File: src/rtl/pte_pkg.sv
// ----------------------------------------------------------------------------
// pte_pkg
// Types and constants shared by the header tuple extractor modules.
// ----------------------------------------------------------------------------
package pte_pkg;

  // Link type register codes
  localparam logic [2:0] LINK_ETHERNET = 3'd0;
  localparam logic [2:0] LINK_PPP      = 3'd1;
  localparam logic [2:0] LINK_COOKED   = 3'd2;
  localparam logic [2:0] LINK_RAW      = 3'd3;

  // Network protocol codes
  localparam logic [15:0] ETH_IPV4     = 16'h0800;
  localparam logic [15:0] ETH_IPV6     = 16'h86DD;
  localparam logic [15:0] PPP_PROTO_V4 = 16'h0021;
  localparam logic [15:0] PPP_PROTO_V6 = 16'h0057;

  // Transport protocol numbers
  localparam logic [7:0] PROTO_TCP = 8'd6;
  localparam logic [7:0] PROTO_UDP = 8'd17;

  typedef enum logic [1:0] {
    NET_NONE = 2'd0,
    NET_IPV4 = 2'd1,
    NET_IPV6 = 2'd2
  } net_kind_t;

  typedef enum logic [1:0] {
    TRN_NONE = 2'd0,
    TRN_TCP  = 2'd1,
    TRN_UDP  = 2'd2
  } trn_kind_t;

  typedef struct packed {
    logic [7:0]  data_byte;
    logic        last_byte;
    logic [15:0] wire_length;
  } in_item_t;

  typedef struct packed {
    logic        is_ipv6;
    logic        is_udp;
    logic [63:0] source_high;
    logic [63:0] source_low;
    logic [63:0] dest_high;
    logic [63:0] dest_low;
    logic [15:0] source_port;
    logic [15:0] dest_port;
    logic [15:0] frame_length;
  } out_item_t;

  // Byte after link classification, as queued for the back end
  typedef struct packed {
    logic [7:0]  data_byte;
    logic        last_byte;
    logic [15:0] wire_length;
    logic [7:0]  position;
    logic [2:0]  link_type;
    net_kind_t   net_kind;
  } tagged_t;

endpackage

File: src/rtl/pte_front.sv
// ----------------------------------------------------------------------------
// pte_front
// Accepts bytes, counts position and decodes the link header protocol.
// ----------------------------------------------------------------------------
module pte_front (
  input  logic             clk,
  input  logic             rst,
  input  logic [2:0]       link_type,
  input  logic             in_valid,
  output logic             in_ready,
  input  pte_pkg::in_item_t in_data,
  input  logic             q_full,
  output logic             push,
  output pte_pkg::tagged_t push_data
);
  import pte_pkg::*;

  logic [7:0]  byte_position;
  logic [7:0]  byte_position_next;
  logic [15:0] protocol_word;
  logic [15:0] protocol_word_next;
  net_kind_t   network_kind;
  net_kind_t   network_kind_next;

  logic [7:0]  hi_pos;
  logic [15:0] code_v4;
  logic [15:0] code_v6;
  logic        has_link_hdr;

  always_comb begin
    in_ready = !q_full;
    push     = in_valid && in_ready;

    has_link_hdr = 1'b1;
    hi_pos       = 8'd12;
    code_v4      = ETH_IPV4;
    code_v6      = ETH_IPV6;
    case (link_type)
      LINK_ETHERNET: begin
        hi_pos = 8'd12;
      end
      LINK_PPP: begin
        hi_pos  = 8'd2;
        code_v4 = PPP_PROTO_V4;
        code_v6 = PPP_PROTO_V6;
      end
      LINK_COOKED: begin
        hi_pos = 8'd14;
      end
      default: begin
        has_link_hdr = 1'b0;
      end
    endcase

    protocol_word_next = protocol_word;
    network_kind_next  = network_kind;
    if (link_type == LINK_RAW) begin
      // raw link: IPv4 assumed from the first byte
      if (byte_position == 8'd0) begin
        network_kind_next = NET_IPV4;
      end
    end else if (has_link_hdr) begin
      if (byte_position == hi_pos) begin
        protocol_word_next = {in_data.data_byte, 8'h00};
      end else if (byte_position == hi_pos + 8'd1) begin
        protocol_word_next = {protocol_word[15:8], in_data.data_byte};
        if (protocol_word_next == code_v4) begin
          network_kind_next = NET_IPV4;
        end else if (protocol_word_next == code_v6) begin
          network_kind_next = NET_IPV6;
        end else begin
          network_kind_next = NET_NONE;
        end
      end
    end

    byte_position_next = (byte_position == 8'hFF) ? byte_position : byte_position + 8'd1;

    push_data.data_byte   = in_data.data_byte;
    push_data.last_byte   = in_data.last_byte;
    push_data.wire_length = in_data.wire_length;
    push_data.position    = byte_position;
    push_data.link_type   = link_type;
    push_data.net_kind    = network_kind_next;
  end

  always_ff @(posedge clk) begin
    if (rst) begin
      byte_position <= '0;
      protocol_word <= '0;
      network_kind  <= NET_NONE;
    end else if (push) begin
      if (in_data.last_byte) begin
        byte_position <= '0;
        protocol_word <= '0;
        network_kind  <= NET_NONE;
      end else begin
        byte_position <= byte_position_next;
        protocol_word <= protocol_word_next;
        network_kind  <= network_kind_next;
      end
    end
  end

  a_frame_restart: assert property (@(posedge clk) disable iff (rst)
    push && in_data.last_byte |=> byte_position == 8'd0 && network_kind == NET_NONE)
    else $error("front state not cleared after last byte");

endmodule

File: src/rtl/pte_queue.sv
// ----------------------------------------------------------------------------
// pte_queue
// Small FIFO of classified bytes between front and back.
// ----------------------------------------------------------------------------
module pte_queue #(
  parameter int unsigned DEPTH = 2
) (
  input  logic             clk,
  input  logic             rst,
  input  logic             push,
  input  pte_pkg::tagged_t push_data,
  output logic             full,
  input  logic             pop,
  output pte_pkg::tagged_t pop_data,
  output logic             empty
);
  import pte_pkg::*;

  localparam int unsigned PTR_W = (DEPTH > 1) ? $clog2(DEPTH) : 1;
  localparam int unsigned CNT_W = $clog2(DEPTH + 1);
  localparam logic [PTR_W-1:0] LAST_IDX = PTR_W'(DEPTH - 1);
  localparam logic [CNT_W-1:0] FULL_CNT = CNT_W'(DEPTH);

  tagged_t          mem [DEPTH];
  logic [PTR_W-1:0] wr_ptr;
  logic [PTR_W-1:0] rd_ptr;
  logic [CNT_W-1:0] count;

  assign full     = (count == FULL_CNT);
  assign empty    = (count == '0);
  assign pop_data = mem[rd_ptr];

  always_ff @(posedge clk) begin
    if (push) begin
      mem[wr_ptr] <= push_data;
    end
  end

  always_ff @(posedge clk) begin
    if (rst) begin
      wr_ptr <= '0;
      rd_ptr <= '0;
      count  <= '0;
    end else begin
      if (push) begin
        wr_ptr <= (wr_ptr == LAST_IDX) ? '0 : wr_ptr + 1'b1;
      end
      if (pop) begin
        rd_ptr <= (rd_ptr == LAST_IDX) ? '0 : rd_ptr + 1'b1;
      end
      if (push && !pop) begin
        count <= count + 1'b1;
      end else if (pop && !push) begin
        count <= count - 1'b1;
      end
    end
  end

  a_no_overflow: assert property (@(posedge clk) disable iff (rst)
    !(push && full && !pop))
    else $error("queue overflow");

  a_no_underflow: assert property (@(posedge clk) disable iff (rst)
    !(pop && empty))
    else $error("queue underflow");

endmodule

File: src/rtl/pte_back.sv
// ----------------------------------------------------------------------------
// pte_back
// Loads network and transport fields and emits the tuple on the last byte.
// ----------------------------------------------------------------------------
module pte_back (
  input  logic               clk,
  input  logic               rst,
  input  logic               q_empty,
  input  pte_pkg::tagged_t   q_data,
  output logic               pop,
  output logic               out_valid,
  input  logic               out_ready,
  output pte_pkg::out_item_t out_data
);
  import pte_pkg::*;

  logic [6:0]  transport_start;
  logic [6:0]  transport_start_next;
  trn_kind_t   transport_kind;
  trn_kind_t   transport_kind_next;
  logic [63:0] src_hi;
  logic [63:0] src_hi_next;
  logic [63:0] src_lo;
  logic [63:0] src_lo_next;
  logic [63:0] dst_hi;
  logic [63:0] dst_hi_next;
  logic [63:0] dst_lo;
  logic [63:0] dst_lo_next;
  logic [31:0] port_pair;
  logic [31:0] port_pair_next;
  logic        ports_seen;
  logic        ports_seen_next;

  logic        link_ok;
  logic [4:0]  net_start;
  logic [7:0]  net_rel;
  logic [7:0]  trn_rel;
  logic [3:0]  ihl;
  logic [7:0]  b;
  trn_kind_t   code_kind;
  logic        emit;
  out_item_t   result;

  assign pop = !q_empty && (!out_valid || out_ready);

  always_comb begin
    b       = q_data.data_byte;
    link_ok = (q_data.link_type <= LINK_RAW);
    case (q_data.link_type)
      LINK_ETHERNET: net_start = 5'd14;
      LINK_PPP:      net_start = 5'd4;
      LINK_COOKED:   net_start = 5'd16;
      default:       net_start = 5'd0;
    endcase

    if (b == PROTO_TCP) begin
      code_kind = TRN_TCP;
    end else if (b == PROTO_UDP) begin
      code_kind = TRN_UDP;
    end else begin
      code_kind = TRN_NONE;
    end

    ihl = (q_data.data_byte[3:0] < 4'd5) ? 4'd5 : q_data.data_byte[3:0];

    transport_start_next = transport_start;
    transport_kind_next  = transport_kind;
    src_hi_next          = src_hi;
    src_lo_next          = src_lo;
    dst_hi_next          = dst_hi;
    dst_lo_next          = dst_lo;
    port_pair_next       = port_pair;
    ports_seen_next      = ports_seen;

    // network header
    net_rel = q_data.position - {3'b000, net_start};
    if (link_ok && q_data.net_kind != NET_NONE && q_data.position >= {3'b000, net_start}) begin
      if (q_data.net_kind == NET_IPV4) begin
        if (net_rel == 8'd0) begin
          transport_start_next = {2'b00, net_start} + {1'b0, ihl, 2'b00};
        end else if (net_rel == 8'd9) begin
          transport_kind_next = code_kind;
        end else if (net_rel >= 8'd12 && net_rel <= 8'd15) begin
          src_lo_next = {32'h0, src_lo[23:0], b};
        end else if (net_rel >= 8'd16 && net_rel <= 8'd19) begin
          dst_lo_next = {32'h0, dst_lo[23:0], b};
        end
      end else begin
        if (net_rel == 8'd0) begin
          transport_start_next = {2'b00, net_start} + 7'd40;
        end else if (net_rel == 8'd6) begin
          transport_kind_next = code_kind;
        end else if (net_rel >= 8'd8 && net_rel <= 8'd15) begin
          src_hi_next = {src_hi[55:0], b};
        end else if (net_rel >= 8'd16 && net_rel <= 8'd23) begin
          src_lo_next = {src_lo[55:0], b};
        end else if (net_rel >= 8'd24 && net_rel <= 8'd31) begin
          dst_hi_next = {dst_hi[55:0], b};
        end else if (net_rel >= 8'd32 && net_rel <= 8'd39) begin
          dst_lo_next = {dst_lo[55:0], b};
        end
      end
    end

    // transport header: four port bytes
    trn_rel = q_data.position - {1'b0, transport_start_next};
    if (link_ok && transport_kind_next != TRN_NONE && q_data.net_kind != NET_NONE &&
        transport_start_next != 7'd0 &&
        q_data.position >= {1'b0, transport_start_next} && trn_rel < 8'd4) begin
      port_pair_next = {port_pair[23:0], b};
      if (trn_rel == 8'd3) begin
        ports_seen_next = 1'b1;
      end
    end

    emit = q_data.last_byte && link_ok && ports_seen_next &&
           q_data.net_kind != NET_NONE && transport_kind_next != TRN_NONE;

    result.is_ipv6      = (q_data.net_kind == NET_IPV6);
    result.is_udp       = (transport_kind_next == TRN_UDP);
    result.source_high  = result.is_ipv6 ? src_hi_next : 64'h0;
    result.source_low   = result.is_ipv6 ? src_lo_next : {32'h0, src_lo_next[31:0]};
    result.dest_high    = result.is_ipv6 ? dst_hi_next : 64'h0;
    result.dest_low     = result.is_ipv6 ? dst_lo_next : {32'h0, dst_lo_next[31:0]};
    result.source_port  = port_pair_next[31:16];
    result.dest_port    = port_pair_next[15:0];
    result.frame_length = q_data.wire_length;
  end

  always_ff @(posedge clk) begin
    if (rst) begin
      transport_start <= '0;
      transport_kind  <= TRN_NONE;
      src_hi          <= '0;
      src_lo          <= '0;
      dst_hi          <= '0;
      dst_lo          <= '0;
      port_pair       <= '0;
      ports_seen      <= 1'b0;
      out_valid       <= 1'b0;
    end else begin
      if (pop) begin
        if (q_data.last_byte) begin
          transport_start <= '0;
          transport_kind  <= TRN_NONE;
          src_hi          <= '0;
          src_lo          <= '0;
          dst_hi          <= '0;
          dst_lo          <= '0;
          port_pair       <= '0;
          ports_seen      <= 1'b0;
        end else begin
          transport_start <= transport_start_next;
          transport_kind  <= transport_kind_next;
          src_hi          <= src_hi_next;
          src_lo          <= src_lo_next;
          dst_hi          <= dst_hi_next;
          dst_lo          <= dst_lo_next;
          port_pair       <= port_pair_next;
          ports_seen      <= ports_seen_next;
        end
      end
      if (pop && emit) begin
        out_valid <= 1'b1;
      end else if (out_ready) begin
        out_valid <= 1'b0;
      end
    end
  end

  always_ff @(posedge clk) begin
    if (pop && emit) begin
      out_data <= result;
    end
  end

  a_result_from_last: assert property (@(posedge clk) disable iff (rst)
    $rose(out_valid) |-> $past(pop && q_data.last_byte))
    else $error("result raised without a last byte");

  a_v4_high_zero: assert property (@(posedge clk) disable iff (rst)
    out_valid && !out_data.is_ipv6 |-> out_data.source_high == 64'h0 &&
                                       out_data.dest_high == 64'h0)
    else $error("IPv4 result carries upper address bits");

endmodule

File: src/rtl/packet_header_tuple_extractor.sv
// ----------------------------------------------------------------------------
// packet_header_tuple_extractor: IP/TCP/UDP five-tuple header parser
// Path: the accepted last byte is written into the queue, then popped into the result register behind out_valid.
// Throughput: one byte per cycle; the front takes a byte each cycle the queue has room.
// Reset: link type returns to Ethernet; frame state, queue and out_valid clear (the result data is not reset).
// ----------------------------------------------------------------------------
module packet_header_tuple_extractor #(
  parameter int unsigned QUEUE_DEPTH = 2
) (
  input  logic               clk,
  input  logic               rst,
  // configuration: link type
  input  logic               cfg_wr_en,
  input  logic [2:0]         cfg_wr_data,
  // byte stream in
  input  logic               in_valid,
  output logic               in_ready,
  input  pte_pkg::in_item_t  in_data,
  // tuple out
  output logic               out_valid,
  input  logic               out_ready,
  output pte_pkg::out_item_t out_data
);
  import pte_pkg::*;

  // Link type register; the user must write it only between frames (not enforced here).
  logic [2:0] link_type;

  always_ff @(posedge clk) begin
    if (rst) begin
      link_type <= LINK_ETHERNET;
    end else if (cfg_wr_en) begin
      link_type <= cfg_wr_data;
    end
  end

  // Front -> queue -> back. The front counts bytes and resolves the link
  // header's protocol code, tagging each item with its position and the
  // network kind it implies. The back then loads addresses and ports.
  logic    push;
  tagged_t push_data;
  logic    q_full;
  logic    pop;
  tagged_t q_data;
  logic    q_empty;

  pte_front u_front (
    .clk       (clk),
    .rst       (rst),
    .link_type (link_type),
    .in_valid  (in_valid),
    .in_ready  (in_ready),
    .in_data   (in_data),
    .q_full    (q_full),
    .push      (push),
    .push_data (push_data)
  );

  // Lets the front keep taking bytes, until the queue fills, while a result waits at the output.
  pte_queue #(
    .DEPTH (QUEUE_DEPTH)
  ) u_queue (
    .clk       (clk),
    .rst       (rst),
    .push      (push),
    .push_data (push_data),
    .full      (q_full),
    .pop       (pop),
    .pop_data  (q_data),
    .empty     (q_empty)
  );

  // The back pops whenever the queue holds a byte and the result register is free or being drained;
  // bytes that produce no result simply pass through it.
  pte_back u_back (
    .clk       (clk),
    .rst       (rst),
    .q_empty   (q_empty),
    .q_data    (q_data),
    .pop       (pop),
    .out_valid (out_valid),
    .out_ready (out_ready),
    .out_data  (out_data)
  );

endmodule
File: config.mk
export PLATFORM = sky130hd
export DESIGN_NAME = packet_header_tuple_extractor
export DESIGN_NICKNAME = d
export VERILOG_FILES = /design/src/rtl/pte_pkg.sv /design/src/rtl/pte_front.sv /design/src/rtl/pte_queue.sv /design/src/rtl/pte_back.sv /design/src/rtl/packet_header_tuple_extractor.sv
export SDC_FILE = /design/constraint.sdc
export NUM_CORES = 1
export LEC_CHECK = 0
export BUFFER_PORTS_ARGS = -buffer_cell sky130_fd_sc_hd__buf_4
export CORE_ASPECT_RATIO = 0.7
export CORE_MARGIN = 2
export CORE_UTILIZATION = 52
export DETAILED_ROUTE_END_ITERATION = 6
export PLACE_DENSITY_LB_ADDON = 0.08
export SETUP_SLACK_MARGIN = 0.02
export SKIP_CTS_REPAIR_TIMING = 1
export SLEW_MARGIN = 20
export SYNTH_ARGS = -nofsm -noshare
export SYNTH_HDL_FRONTEND = slang
export SYNTH_SLANG_ARGS = --single-unit
export TNS_END_PERCENT = 1
File: constraint.sdc
create_clock -name clk -period 12.9 [get_ports clk]
set_input_delay 1.29 -clock clk [delete_from_list [all_inputs] [get_ports clk]]
set_output_delay 1.29 -clock clk [all_outputs]
set_load 0.02 [all_outputs]
**Yosys cells after proc, flatten, opt, wreduce, memory -nomap -nowiden**

Memory sizes are Yosys's and may differ from the RTL's. A register that Yosys moved wholly into a read port is not among the register bits.
Cells that the tools add are included.

- Flip-flop bits (word level): 630
- Bits in writable memories: 76
- Memories: 1
- Output and inout bits: 308
- Logic and storage cells: 204

Memories:

| memory | words | width | read ports | clocked after memory_dff | wr ports | line | RTL |
|---|---|---|---|---|---|---|---|
| u_queue.mem | 2 | 38 | 1 | 1 | 1 | pte_queue.sv:24 | `tagged_t mem [DEPTH];` |

- Add/sub/neg operators: 10
- Mux-type cells: 87
- Reduce and logical (&&, ||, !) cells: 43
- Equal/unequal tests: 21
- $lt $le $gt $ge: 15

Operators by type and width:

| cell | number |
|---|---|
| two-way mux 64 bit | 37 |
| two-way mux 16 bit | 5 |
| two-way mux 32 bit | 2 |
| two-way mux 2 bit | 19 |
| two-way mux 7 bit | 5 |
| <= comparator 8 x 5 -> 1 bit (second input constant) | 3 |
| two-way mux 8 bit | 3 |
| logical AND 1 bit | 22 |
| == test 16 x 12 -> 1 bit | 1 |
| == test 16 bit | 1 |
| == test 8 x 3 -> 1 bit (second input constant) | 2 |
| greater-or-equal comparator 8 x 4 -> 1 bit (second input constant) | 2 |
| greater-or-equal comparator 8 x 5 -> 1 bit (second input constant) | 2 |
| logical NOT 8 bit | 2 |
| one-hot mux 5 bit (3 select lines) | 1 |
| two-way mux 1 bit | 12 |
| two-way mux 12 bit | 1 |
| nonzero test 2 bit | 6 |
| == test 3 x 2 -> 1 bit (second input constant) | 3 |
| adder 8 x 1 -> 8 bit (second input constant) | 1 |
| == test 8 x 2 -> 1 bit (second input constant) | 1 |
| == test 8 x 4 -> 1 bit | 1 |
| == test 8 x 4 -> 1 bit (second input constant) | 1 |
| == test 8 x 5 -> 1 bit (second input constant) | 1 |
| 32 further kinds | 42 |

**Logic depth before layout (Yosys ltp)**

Gate-level depths: netlist of the first run.

- Depth after elaboration: 20
- Gate-level depth with buffers: 29
- Mapped depth without buffers: 23

**Hierarchy**

Synthesis of the first run repeated with hierarchy kept, for this count alone.

- Cell total of the unflattened synthesis: 2617
- Area total of the unflattened synthesis: 29119.2 µm²

Modules (own cells, without submodules):

| module | instances | cells an instance | area each (µm²) |
|---|---|---|---|
| pte_back | 1 | 2326 | 24821.3 |
| pte_queue | 1 | 140 | 2952.8 |
| pte_front | 1 | 142 | 1243.7 |
| packet_header_tuple_extractor | 1 | 9 | 101.3 |

**Worst setup path after synthesis of the first run**

No wires, ideal clock.

- Path kind: register to register
- Start point: register with a tool-made name
- End point: register, netlist name u_back.out_data[0]
- Setup slack: -0.090 ns
- Arrival: 12.294 ns
- Cell stages (with the launch flop): 28
- Path buffers: 7
- Library setup time: 0.696 ns
- Cell sequence: dfxtp_1 -> buf_4 -> buf_6 -> buf_6 -> buf_4 -> buf_1 -> clkbuf_1 -> mux2_2 -> fa_1 -> a21oi_1 -> nor2b_1 -> o31ai_1 -> o21a_1 -> buf_2 -> nand2_1 -> a211oi_1 -> a21oi_1 -> ha_1 -> o21ai_0 -> nor2b_1 -> xnor2_1 -> o21a_1 -> nor2_1 -> o311a_1 -> o2bb2ai_1 -> nand4_2 -> nor3_1 -> o21a_1

==> results of run 1 <==
kinds of logic (layout without fill, tap and decap cells):
logic type / count (synthesis) / count (layout) / share of synthesized area [%]
xor gates and xnor gates: 16 / 16 / 0.496
and+or+nand+nor: 895 / 895 / 12.7
adders and majority gates: 19 / 19 / 0.895
AOI/OAI and AO/OA: 621 / 621 / 15.3
buffers and inverters: 213 / 530 / 3.03
DFF: 707 / 707 / 63.6
muxes: 98 / 98 / 3.90
cell usage in the layout (no fill, tap or decap), drive strengths merged, types with 11 or more instances in the layout:
cell type,instances
mux2i,20
ha,17
buf,375
inv,33
dfxtp,325
nand2,382
clkbuf,98
o32ai,20
a21oi,144
o21ai,47
nand3,11
a22oi,324
mux2,78
nor2,427
nor3,14
edfxtp,382
a211oi,20
o22ai,16
clkinv,21
nand4,11
metrics by stage:
| step | std cells | setup slack [ns] | cell area [µm²] |
|---|---|---|---|
| after global routing | 3616 | 3.26 | 33600 |
| final | 3616 | 3.92 | 33600 |
| after floorplan | 2569 | 3.04 | 28300 |
| after detailed placement | 3490 | 3.99 | 31400 |
| after CTS | 3614 | 3.96 | 33600 |
| after global placement | 3490 | 4.13 | 31400 |
final timing paths:
| check | start | to |
|---|---|---|
| worst min register to register | u_back.port_pair[28] | u_back.port_pair[28] |
| worst min-delay path | u_back.port_pair[28] | u_back.port_pair[28] |
| worst max register to register | flip-flop | u_back.out_data[171] |
| worst max-delay path | flip-flop | u_back.out_data[171] |
layer usage:
layer  vias to the layer above  GRT usage, %  wire, µm
met5                         -             0         0
met4                         0          7.94      1830
met3                       116          5.66      5270
met2                       660          38.6     33200
met1                     10389          37.7     33700
li1                       9831             -         -
cell type report:
cell class | count | area [µm²]
inverters | 31 | 116
flip-flops and latches | 707 | 18000
repair buffers | 375 | 2890
well taps | 730 | 913
clock buffers | 98 | 1970
clock inverters | 26 | 208
multi-input cells | 1649 | 9570
fillers | 4337 | 20100
state kept, by name, summed over array words and instances (netlist names), named ones only:
name	cells
u_back.out_data	306
u_queue.mem	76
u_back.dst_hi	64
u_back.dst_lo	64
u_back.src_hi	64
u_back.src_lo	64
u_back.port_pair	32
u_front.byte_position	8
u_front.protocol_word	8
u_back.transport_start	7
link_type	3
u_back.transport_kind	2
u_front.network_kind	2
u_queue.count	2
u_back.out_valid	1
u_back.ports_seen	1
u_queue.rd_ptr	1
u_queue.wr_ptr	1
power breakdown:
part | leakage, nW | switching (mW) | total, mW | internal, mW
Combinational | 4.60 | 0.692 | 0.937 | 0.245
Sequential | 6.80 | 0.0324 | 2.45 | 2.41
Clock | 1.07 | 0.849 | 1.95 | 1.10
Total | 12.5 | 1.57 | 5.34 | 3.76
worst max-delay path, delay by kind of cell, from the launching register on:
kind | cells | cell delay [ns]
compound gates | 11 | 3.54
xor+xnor | 1 | 0.13
fa+ha+maj | 3 | 1.17
buf+inv | 4 | 1.44
flops | 1 | 0.69
simple gates | 7 | 1.37
==> results.toml, run 1 <==
[sta]
rsz0062_at_grt = "no"
tns_ns = 0
hold_violations = 0
hold_ws_ns = 0.479
slew_headroom_pct = 28.3
fmax_mhz = 111
setup_viol = 0
clock_skew_ns = 0.0224
worstMarginPinSlew_ns = 1.07
min_period_over_period_pct = 69.6
drv_slew = 0
period_minus_slack_ns = 8.98

[yosys]
ys_ff_latch = 707
ys_warn_count = 0
syn_area_um2 = 28300
yosysTopAreaCell = "edfxtp_1"
async_flop_share_pct = 0
syn_area_per_cell_um2 = 11.0
ys_seq_area_share_pct = 63.6
synth-edff-count = 382
yosys-top-cells-area = "edfxtp_1 (41%), dfxtp_1 (23%), a22oi_1 (8.6%)"
yosysMostFrequentCell = "nor2_1"
synthDistinctLibCells = 76
synthTopCellsByCount = "nor2_1 (427), edfxtp_1 (382), nand2_1 (382)"
syn_inst = 2569
syn_nets = 2621
yosys.area.top_type_share_pct = 40.6
yosys_most_used_dff = "edfxtp_1"

[hold_path]
min_path_cells = 2
hp-class = "flip-flop to flip-flop"

[power]
peakVddDrop_mv = 0.0989
finalPower_mw = 5.34
power_leakage_nw = 12.5
powerDensity_nw_per_um2 = 159

[global_route]
antenna_found_initial = 0
gr-total-overflow = 0
grt_usage_pct = 25.9
grt_pass1_vias = 19747
grt_max_degree = 138
grt_pass1_wl_um = 113000

[clocking]
h-tree-depth = 3
cts_tree = "built"
cts_max_path_buffers = 3
cts-root-buf = "clkbuf_16"
clk_pin_slew_ns = 0.06
cts_inserted_buffers = 67
clk_latency_ns = 0.60
clkSinkCount = 707

[finish]
nets = 2883
final_util_pct = 62.6
diodes = 0
area_growth_pct = 19.1
final_layout_size_suffix_gt1_share_pct = 20.8

[job]
drv_cap = 0

[routing]
vias = 20996
wl_per_cell_um = 20.5
drt_iter0_drc = 2081
wirelength_um = 74000
drcViolationCount = 0
antenna_left = 0
drt_first_pass_iters = 5
viasPerCell = 5.81

[status]
status = "finished clean"

[placement]
port_buffers = 340
routabilityCongestion = 0.835
hpwl_um = 46000

[floorplanning]
core-area_um2 = 53700
start_util_pct = 52.6
die_w_um = 283
die_y_um = 199
die_area_um2 = 56200
pin_count = 341
rows = 71

[critical_path]
arrival_ns = 9.20
path_max_fanout = 137
crit_path_top_delay_cell = "o21a_4"
critical_path_class = "flip-flop to flip-flop"
cp-end-kind = "flip-flop"
critPathLaunchType = "flip-flop"
r2r_cells = 26
reg2reg_slack_ns = 3.92
max_stage_delay_ns = 0.78
cp.required_ns = 13.12
Note: power is estimated with default switching activity, not from simulation.
==> run 2: changes to the inputs <==
ABC_AREA = 1   (was default)
CORE_UTILIZATION = 53   (was 52)
clock period = 7.5 ns   (was 12.9 ns; I/O delays follow)
==> run 2 against run 1 <==
Synthesized area up 11%; clock power up 70%; critical path depth up 3; design area up 9.4%; synthesized cell count up 43%; clock skew up 0.00084 ns; critical endpoint is now u_back.out_data[199]; largest power group unchanged.
==> results.toml, run 2 <==
[yosys]
synth-edff-count = 382
yosys.area.top_type_share_pct = 36.5
syn_nets = 3735
ys_warn_count = 0
yosys_most_used_dff = "edfxtp_1"
ys_ff_latch = 707
yosysTopAreaCell = "edfxtp_1"
syn_area_per_cell_um2 = 8.54
ys_seq_area_share_pct = 57.2
async_flop_share_pct = 0
syn_area_um2 = 31400
synthDistinctLibCells = 49
yosysMostFrequentCell = "nand2_1"
yosys-top-cells-area = "edfxtp_1 (36%), dfxtp_1 (21%), nand2_1 (9.1%)"
syn_inst = 3683
synthTopCellsByCount = "nand2_1 (763), inv_1 (498), nor2_1 (383)"

[finish]
reg_top3 = "u_back.out_data (306), u_queue.mem (76)"
layout_commonest_cell = "nand2_1"
multi_input_area_um2 = 10900
final_util_pct = 62.9
max_flop_register = "u_back.out_data"
final_cell_mix = "nand2_1 (759), inv_1 (495), edfxtp_1 (382)"
nets = 3959
final_layout_size_suffix_gt1_share_pct = 14.4
ff_latch_area_um2 = 18000
diodes = 0
fill_cells = 5032
final_cell_area_um2 = 36800
area_growth_pct = 17.1
largest_reg_flops = 306

[floorplanning]
start_util_pct = 53.7
die_area_um2 = 61300
die_y_um = 208
core-area_um2 = 58500
die_w_um = 295
rows = 74
pin_count = 341

[critical_path]
cp.buffers_inverters = 6
crit_family = "simple AND/OR/NAND/NOR gates"
critPathMostFrequentCell = "nand2_1"
cp.required_ns = 7.73
crit_path_top_delay_cell = "dfxtp_2"
arrival_ns = 6.24
reg2reg_slack_ns = 1.49
critical_path_class = "flip-flop to flip-flop"
max_stage_delay_ns = 0.60
cp-end-kind = "flip-flop"
critPathLaunchType = "flip-flop"
path_max_fanout = 94

[placement]
hpwl_um = 51400
dpl_cell_area_um2 = 34700
port_buffers = 340
routabilityCongestion = 0.913

[sta]
drv_slew = 0
fmax_mhz = 166
min_period_over_period_pct = 80.2
clock_skew_ns = 0.0232
setup_viol = 0
hold_violations = 0
slew_headroom_pct = 22.3
period_minus_slack_ns = 6.01
rsz0062_at_grt = "no"
worstMarginPinSlew_ns = 1.15

[clocking]
h-tree-depth = 3
clk_pin_slew_ns = 0.06
clkSinkCount = 707
clk_latency_ns = 0.60
cts_inserted_buffers = 68
cts_tree = "built"
cts-root-buf = "clkbuf_16"
cts_max_path_buffers = 3

[power]
finalPower_mw = 11.8
power_leakage_nw = 14.0
peakVddDrop_mv = 0.231
powerDensity_nw_per_um2 = 322

[global_route]
grt_max_degree = 163
grt_pass1_vias = 22529
antenna_found_initial = 0
grt_usage_pct = 25.6
gr-total-overflow = 0
grt_pass1_wl_um = 125000

[hold_path]
hp-class = "primary input to flip-flop"

[routing]
drt_iter0_drc = 2582
met2_length_um = 34300
wirelength_um = 80700
met1_length_um = 38700
antenna_left = 0
drcViolationCount = 0
wl_per_cell_um = 17.0
vias = 25513
viasPerCell = 5.36
drt_first_pass_iters = 7
wl_met3_um = 6060
top_layer = "met4"

[status]
status = "finished clean"

[job]
drv_cap = 0
==> run 2: layer usage <==
metal | track usage, % | vias to the layer above
li1 | - | 12596
met1 | 39.6 | 11985
met2 | 36.7 | 821
met3 | 4.73 | 111
met4 | 6.55 | 0
met5 | 0 | -
==> run 2: kinds of logic after synthesis <==
| kind of cell | share of synthesized area (%) |
|---|---|
| fa+ha+maj | 0.804 |
| flops | 57.2 |
| compound gates | 14.0 |
| simple gates | 18.3 |
| xor+xnor | 0.191 |
| buf+inv | 8.96 |
| mux | 0.541 |
==> run 2: worst paths after layout <==
kind	startpoint	end	cells past startpoint
max	flip-flop	u_back.out_data[199]	29
min	in_data[9]	u_queue.mem[0][22]	1
max reg2reg	flip-flop	u_back.out_data[199]	29
min reg2reg	u_queue.rd_ptr	flip-flop	1
==> run 2: metrics by stage <==
stage / TNS (ns) / std cells / setup WS (ns) / hold WS [ns]
3_3_place_gp: 0 / 4634 / 1.67 / 0.426
5_1_grt: 0 / 4757 / 0.951 / 0.309
6_report: 0 / 4757 / 1.49 / 0.334
4_1_cts: 0 / 4757 / 1.50 / 0.308
2_1_floorplan: -324.71 / 3683 / -1.06 / 0.418
3_5_place_dp: 0 / 4635 / 1.54 / 0.441
==> run 2: power by group <==
group	switching [mW]	total [mW]	internal [mW]
clock network	1.45	3.32	1.87
logic	3.10	4.11	1.01
registers	0.110	4.42	4.31
total	4.65	11.8	7.19
==> run 2: final cells by class <==
class	count	share of cell area, %
Sequential cell	707	48.8
Clock buffer	96	5.15
Clock inverter	26	0.561
Timing Repair Buffer	373	7.92
Inverter	518	5.33
Tap cell	798	2.71
Multi-Input combinational cell	2239	29.5
